$ cat src/hdl/tile_dedup_with_flip_match_core_assert.svh
// Assertion macros for the tile dedup core
`ifndef TILE_DEDUP_WITH_FLIP_MATCH_CORE_ASSERT_SVH
`define TILE_DEDUP_WITH_FLIP_MATCH_CORE_ASSERT_SVH
// check a property on every clock edge outside reset
`define TDF_ASSERT(lbl, prop, msg) \
  lbl: assert property (@(posedge clk) disable iff (!rst_n) (prop)) else $error(msg);
// check a property on every clock edge, reset included
`define TDF_ASSERT_ALWAYS(lbl, prop, msg) \
  lbl: assert property (@(posedge clk) (prop)) else $error(msg);
`endif

$ cat src/hdl/tdf_ram.sv
`timescale 1ns / 1ps
`default_nettype none
module tdf_ram #(
  parameter int WIDTH = 8,
  parameter int DEPTH = 64
) (
  input  wire logic                     clk,
  input  wire logic                     we,
  input  wire logic [$clog2(DEPTH)-1:0] waddr,
  input  wire logic [WIDTH-1:0]         wdata,
  input  wire logic [$clog2(DEPTH)-1:0] raddr,
  output logic      [WIDTH-1:0]         rdata
);
  logic [WIDTH-1:0] mem [DEPTH];

  // write port and registered read port
  always_ff @(posedge clk) begin
    if (we) mem[waddr] <= wdata;
    rdata <= mem[raddr];
  end
endmodule
`default_nettype wire

$ cat config.mk
export PLATFORM = sky130hd
export DESIGN_NAME = tdf_ram
export DESIGN_NICKNAME = d
export VERILOG_FILES = /design/src/hdl/tile_dedup_with_flip_match_core_assert.svh /design/src/hdl/tdf_ram.sv
export SDC_FILE = /design/constraint.sdc
export NUM_CORES = 1
export LEC_CHECK = 0
export ABC_AREA = 0
export BUFFER_PORTS_ARGS = -buffer_cell sky130_fd_sc_hd__buf_4
export CAP_MARGIN = 20
export CORE_MARGIN = 1.5
export CORE_UTILIZATION = 55
export DETAILED_ROUTE_END_ITERATION = 10
export PLACE_DENSITY = 0.81
export REMOVE_ABC_BUFFERS = 1
export SLEW_MARGIN = 20
export SYNTH_ARGS = -nofsm -noshare
export SYNTH_HDL_FRONTEND = slang
export SYNTH_SLANG_ARGS = --single-unit
$ cat constraint.sdc
create_clock -name clk -period 1.5 [get_ports clk]
set_input_delay 0 -clock clk [delete_from_list [all_inputs] [get_ports clk]]
set_output_delay 0 -clock clk [all_outputs]
set_load 0.02 [all_outputs]
Word level (Yosys, flattened, before mapping)
Memories as Yosys holds them, arrays and structs flattened. A register that Yosys moved wholly into a read port is not among the register bits.
Cells that the tools add are included.
W data, S select, Z words.
{ "word_totals": {"ff_bits": 0, "ramBits": 512, "output_inout_bits": 8, "word_cells": 3, "n_memories": 1} }
{ "classes": {"n_mux": 2} }
{ "memory_table": {"columns": ["name", "depth", "width", "rd", "rd_clocked_by_memory_dff", "wr", "line_no", "text"], "rows": [
  ["mem", 64, 8, 1, 1, 1, "tdf_ram.sv:14", "logic [WIDTH-1:0] mem [DEPTH];"]
]} }
{ "ops": {"columns": ["op", "count"], "rows": [
  ["$mux W1", 2]
]} }

Longest topological paths before layout
Gate-level depths: netlist of the first run.
{ "depth": {"word_depth": 2, "ltp_mapped": 9, "depth_no_buf": 5} }

Worst setup path after synthesis of the first run
Ideal clock, no wire load.
{ "synth_path": {"path_type": "register -> register", "from": "memory mem[29][4]", "to": "register rdata[4], read port of mem", "setup_time_ns": 0.132, "arrival_time_ns": 1.560, "required_time_ns": 1.368, "slack_ns": -0.192, "path_stages_with_launch": 6, "n_path_buf": 0, "period_less_slack_ns": 1.692, "cell_sequence": "edfxtp_1 > mux4_2 > mux2_2 > o221a_2 > nor3_1 > o32ai_1"} }
{ "synth_lines": {"columns": ["element", "line_no", "text"], "rows": [
  ["start: declaration", "tdf_ram.sv:14", null],
  ["end: declaration", "tdf_ram.sv:12", "output logic [WIDTH-1:0] rdata"]
]} }

==> results of run 1 <==
[power by group through the flow]
| stage | Clock [W] | Sequential (W) | Combinational (W) |
|---|---|---|---|
| after global placement | 0 | 0.0164 | 0.00163 |
| after global routing | 0.0125 | 0.0161 | 0.00185 |
| after detailed placement | 0 | 0.0165 | 0.00168 |
| after floorplan | 0 | 0.0164 | 0.000623 |
| final | 0.0118 | 0.0161 | 0.00176 |
| after CTS | 0.0119 | 0.0161 | 0.00174 |
[routing by layer]
metal  up-vias  GRT usage [%]  routed length (um)  part of all wire [%]
met5         -              0                   0                     0
met4         0           8.74                1570                   3.4
met3       110           6.28                5310                    12
met2       655           38.6               21900                    48
met1      5420           35.3               17300                    38
li1       4295              -                   -                     -
[cells by family (layout without fill, tap and decap cells)]
logic type	after synthesis	in the layout	synth area share, %
AO/OA/AOI/OAI	54	54	2.07
multiplexers	162	162	15.9
AND/OR/NAND/NOR	153	153	3.39
flip-flops	520	520	77.0
buffers and inverters	51	273	1.57
[synthesized netlist by cell type, drive strengths merged, types with 3 or more instances]
cell type	count	share of area [%]
dfxtp	8	0.79
a21oi	3	0.074
nor2b	14	0.43
nor3	7	0.17
o2bb2ai	3	0.13
o2111ai	3	0.13
o22ai	8	0.25
nand3	13	0.32
clkbuf	17	0.32
o21ai	4	0.099
mux4	126	14
nand2	19	0.35
o221ai	8	0.35
nand2b	7	0.22
edfxtp	512	76
a221oi	6	0.26
buf	34	1.3
a22oi	3	0.11
mux2i	23	1.1
nor2	83	1.5
a211oi	4	0.15
nand3b	3	0.11
mux2	13	0.73
[placed cells by master (no fill, tap or decap), types with 3 or more instances in the layout]
cell and count:
a211oi_1 4, a21oi_1 3, a221oi_1 3, a221oi_2 3
a22oi_1 3, buf_12 10, buf_4 166, bufinv_16 3
clkbuf_1 18, clkbuf_16 51, clkinv_1 7, clkinv_2 9
dfxtp_1 8, dlygate4sd3_1 6, edfxtp_1 512, mux2_2 12
mux2i_1 22, mux4_2 126, nand2_1 19, nand2b_1 7
nand3_1 13, nand3b_1 3, nor2_1 79, nor2_2 3
nor2b_1 14, nor3_1 5, o2111ai_1 3, o21ai_2 3
o221ai_1 8, o22ai_1 6, o2bb2ai_1 3
[state kept, by name, indices dropped and copies added (netlist names)]
name   flops
rdata      8
mem      512
[layout make-up]
class,instances,area (um2)
clock buffer,69,1340
clock inverter,21,178
fill,2164,12200
multi-input combinational,369,4430
sequential,520,15500
tap,461,577
timing repair buffer,183,1520
[what timing repair did]
action,4_1_cts,5_1_grt
hold buffers,6,0
resized for setup,20,5
pin swaps,4,4
setup endpoints to repair,8,8
endpoints found under the hold margin,54,0
[metrics by stage]
step	instances	instance area (um2)	total power [W]	setup slack, ps
finish	1623	23600	0.0297	-340
global route	1623	23600	0.0305	-390
CTS	1623	23600	0.0298	-343
detailed placement	1528	21900	0.0181	-594
global placement	1528	21900	0.0181	-590
floorplan	889	19900	0.0171	-184
[how the worst max path moves through the flow]
stage / from / endpoint / slack [ps]
2_1_floorplan: mem[29][4]$_DFFE_PP_ / rdata[4]$_DFF_P_ / -180
5_1_grt: mem[3][1]$_DFFE_PP_ / rdata[1]$_DFF_P_ / -390
6_report: mem[7][2]$_DFFE_PP_ / rdata[2]$_DFF_P_ / -340
3_5_place_dp: raddr[0] / rdata[7]$_DFF_P_ / -590
4_1_cts: mem[3][1]$_DFFE_PP_ / rdata[1]$_DFF_P_ / -340
3_3_place_gp: raddr[0] / rdata[7]$_DFF_P_ / -590
==> impl_metrics.tcl, run 1 <==
set metrics [dict create \
    hold_path_startpoint "wdata[3]" \
    synth.avg_cell_area_um2 21.5 \
    yosysWarnings 0 \
    critical_path_cell_count 5 \
    violations_in_the_final_reports "setup timing" \
    routed_wirelength_mm 46.0 \
    chipWidth_um 194 \
    antenna_violating_nets_remaining 0 \
    timing.reg2reg.worst_path_depth 5 \
    fin_hold_ws_ps 8.43 \
    dp_hpwl_mm 28.4 \
    final_net_count 1146 \
    r2r-end "rdata[2]$_DFF_P_" \
    fp-row-count 69 \
    ctsLongestPathBuffers 3 \
    ys_types 40 \
    report.final.hold_viol_count 0 \
    cp_data_required_time_ps 1940 \
    setup_viol 8 \
    drt_pre_antenna_iters 5 \
    hold-path-cell-count 1 \
    postCtsSetupBuffers 0 \
    path_delay_family "multiplexers" \
    run_status "finished, violations left" \
    synth_edf_count 512 \
    drcViolationCount 0 \
    drv.max_cap_violation_count 0 \
    floorplan.die_area_um2 37800 \
    max_freq_mhz 543 \
    number_of_antenna_violations_at_the_first_check_in_global_routing 0 \
    first_global_vias 10600 \
    rsz0062_at_grt "yes" \
    critical_path.reg2reg.startpoint "mem[7][2]$_DFFE_PP_" \
    worst_setup_path_end_kind "flop" \
    critical_path_peak_fanout 1 \
    crit_path_category "flop to flop" \
    p_leak_nw 7.69 \
    synth_async_sr_flop_share_pct 0 \
    post_drt_wl_per_cell_um 28.3 \
    pwr-share-clk_pct 39.8 \
    numCtsBuffers 50 \
    internal-power_w 0.0236 \
    postSynth.topFlopCell "edfxtp_1" \
    reg2reg_slack_ps -340 \
    core_area_um2 35800 \
    initial_utilization_pct 56.3 \
    most_frequent_cell_on_the_critical_path "mux4_2" \
    final.setup_skew_ps 18.8 \
    ios 30 \
    tritoncts "built" \
    critical-path-slowest-cell "mux4_2" \
    drv_slew 0 \
    power.sequential.fraction_pct 54.3 \
    worstSetupStartpointType "flop" \
    synth_seq_cells 520 \
    timing.slew.headroom_pct 51.1 \
    cts.sink_count 520 \
    drt-vias-per-instance 6.46 \
    drt_iter0_drc 1325 \
    vias 10500 \
    min_period_ps 1840 \
    synth_seq_area_share_pct 77.0 \
    grt_first_pass_wirelength_mm 68.6 \
    synth.cell_area_um2 20200 \
    die_h_um 194 \
    gr-total-overflow 0 \
    hold_end "mem[19][3]$_DFFE_PP_" \
    clk-insertion-delay-late_ps 560 \
    synthCells 940 \
    clk_transition_reported_paths_ps 60 \
    worst_slew_pin_slew_ps 733 \
    power.switching_w 0.00616 \
    global_route.usage.total_pct 25.0 \
    p_comb_share_pct 5.9 \
    worst_hold_path_type "primary input to flop" \
    drive_above_1_share_pct 34.4 \
    vdd_ir_drop_max_v 0.00132 \
    htree_levels 2 \
    quantity_of_i_o_buffers_inserted_on_ports 29 \
    area.growth.synth_to_final_pct 16.9 \
    sw_frac_of_total_pct 20.7 \
    last_weighted_congestion_value_of_the_routability_driven_placer 0.910 \
    insertedDiodeCount 0 \
    max_stage_delay_ps 540 \
    utilization_pct 65.8 \
    final.period_utilization_pct 123 \
    timing.setup.tns_ps -2310 \
    worstPathCellList "mux4_2 -> mux4_2 -> nor2_2 -> nor3_1 -> o2bb2ai_1" \
    power_density_nw_per_um2 1260 \
    final_critical_path_setup_slack_ps -340 \
    cp.buffers_inverters 0 \
    grt_start_max_net_pins 65 \
    signal_arrival_time_at_the_worst_endpoint_ps 2280 \
    clk_root_buffer_cell "clkbuf_16" \
]
(Power assumes the default switching activity.)
==> run 2: changes to the inputs <==
Settings changed: CAP_MARGIN 20 to default, CORE_ASPECT_RATIO from default to 0.6.
==> impl_metrics.tcl, run 2 (same netlist as run 1, synthesis figures left out) <==
set metrics [dict create \
    min_period_ps 1830 \
    global_route.usage.total_pct 26.4 \
    internal-power_w 0.0232 \
    max_stage_delay_ps 460 \
    first_global_vias 10600 \
    drcViolationCount 0 \
    area.growth.synth_to_final_pct 17.0 \
    worst_hold_path_type "primary input to flop" \
    final_critical_path_setup_slack_ps -329 \
    last_weighted_congestion_value_of_the_routability_driven_placer 0.901 \
    drv.max_cap_violation_count 0 \
    die_h_um 151 \
    initial_utilization_pct 55.7 \
    vias 10600 \
    cts.sink_count 520 \
    hold_path_startpoint "wdata[3]" \
    quantity_of_i_o_buffers_inserted_on_ports 29 \
    numCtsBuffers 44 \
    worstPathCellList "mux4_2 -> mux2_2 -> o221a_4 -> nor3_4 -> o32ai_1" \
    final.period_utilization_pct 122 \
    floorplan.die_area_um2 37900 \
    setup_viol 8 \
    cp_data_required_time_ps 1950 \
    hold_end "mem[21][3]$_DFFE_PP_" \
    r2r-end "rdata[6]$_DFF_P_" \
    chipWidth_um 250 \
    power_density_nw_per_um2 1250 \
    final.setup_skew_ps 24.2 \
    most-common-layout-cells "512 x edfxtp_1, 174 x buf_4, 126 x mux4_2, 82 x nor2_1, 45 x clkbuf_16" \
    report.final.hold_viol_count 0 \
    drt-vias-per-instance 6.49 \
    max_freq_mhz 547 \
    tritoncts "built" \
    ios 30 \
    clk-insertion-delay-late_ps 570 \
    crit_path_category "flop to flop" \
    drt_iter0_drc 1488 \
    grt_start_max_net_pins 65 \
    worst_setup_path_end_kind "flop" \
    post_drt_wl_per_cell_um 29.2 \
    power.sequential.fraction_pct 54.8 \
    timing.slew.headroom_pct 50.0 \
    largest_register_ffs 512 \
    grt_first_pass_wirelength_mm 71.3 \
    htree_levels 2 \
    violations_in_the_final_reports "setup timing" \
    timing.reg2reg.worst_path_depth 5 \
    vdd_ir_drop_max_v 0.00106 \
    critical-path-slowest-cell "mux4_2" \
    reg2reg_slack_ps -330 \
    rsz0062_at_grt "yes" \
    top_regs "mem x512, rdata x8" \
    ctsLongestPathBuffers 3 \
    dp_hpwl_mm 29.8 \
    power.switching_w 0.00621 \
    worst_slew_pin_slew_ps 750 \
    fin_hold_ws_ps 1.98 \
    p_leak_nw 7.70 \
    drive_above_1_share_pct 34.9 \
    antenna_violating_nets_remaining 0 \
    critical_path_peak_fanout 1 \
    number_of_antenna_violations_at_the_first_check_in_global_routing 0 \
    drv_slew 0 \
    worstSetupStartpointType "flop" \
    hold-path-cell-count 1 \
    p_comb_share_pct 6.2 \
    insertedDiodeCount 0 \
    fillers 2278 \
    final_net_count 1147 \
    utilization_pct 65.1 \
    clk_root_buffer_cell "clkbuf_16" \
    layout_commonest_cell "edfxtp_1" \
    clk_transition_reported_paths_ps 70 \
    sw_frac_of_total_pct 21.1 \
    critical_path.reg2reg.startpoint "mem[17][6]$_DFFE_PP_" \
    core_area_um2 36200 \
    pwr-share-clk_pct 39.0 \
    pre_cts_slack_ps -589 \
    gr-total-overflow 0 \
    signal_arrival_time_at_the_worst_endpoint_ps 2280 \
    run_status "finished, violations left" \
    routed_wirelength_mm 47.8 \
    largest_register "mem" \
    drt_pre_antenna_iters 5 \
    fp-row-count 54 \
]
==> run 2: worst max path at each step <==
stage                     cells after the start            startpoint                to  slack [ps]
after floorplan                               5  mem[29][4]$_DFFE_PP_  rdata[4]$_DFF_P_        -180
after global placement                        9              raddr[0]  rdata[4]$_DFF_P_        -590
after detailed placement                      9              raddr[0]  rdata[4]$_DFF_P_        -590
after CTS                                     5  mem[17][6]$_DFFE_PP_  rdata[6]$_DFF_P_        -290
after global routing                          5  mem[16][6]$_DFFE_PP_  rdata[6]$_DFF_P_        -380
final                                         5  mem[17][6]$_DFFE_PP_  rdata[6]$_DFF_P_        -330
==> run 2: per-stage QoR <==
stage / setup TNS (ps) / instances / total power, W / cell area, um2
final: -2080 / 1637 / 0.0294 / 23600
after detailed placement: -4680 / 1551 / 0.0182 / 22000
after CTS: -1970 / 1637 / 0.0295 / 23500
after global placement: -3560 / 1551 / 0.0181 / 22000
after global routing: -2340 / 1637 / 0.0302 / 23600
after floorplan: -813 / 889 / 0.0171 / 19900
==> run 2: timing repair <==
item,in CTS,in global routing
pin swaps,5,2
hold buffers,5,0
buffers inserted,0,0
resized for setup,23,8
hold endpoints to repair,88,0
endpoints found under the setup margin,8,8
==> run 2: layout make-up <==
cell class,count,area [um2],area share [%]
clock inverters,27,260,1.10
well taps,476,596,2.52
clock buffers,55,1160,4.93
flip-flops and latches,520,15500,65.8
repair buffers,190,1570,6.66
multi-input cells,369,4470,18.9
==> run 2: power by group through the flow <==
stage | clock network [W] | logic (W) | registers [W]
detailed placement | 0 | 0.00171 | 0.0164
finish | 0.0115 | 0.00182 | 0.0161
global route | 0.0121 | 0.00191 | 0.0161
floorplan | 0 | 0.000623 | 0.0164
global placement | 0 | 0.00167 | 0.0164
CTS | 0.0116 | 0.00179 | 0.0161
==> run 2: worst max-delay path: cells and delay by family (launching register included) <==
family          cells  cell delay [ps]
compound gates      2              410
flops               1              390
mux                 2              750
simple gates        1              170
==> run 2: layer usage <==
metal	track usage (%)	share of wire [%]
met3	7.34	13
met5	0	0
met1	40.4	41
met2	37.7	44
met4	7.12	2.5
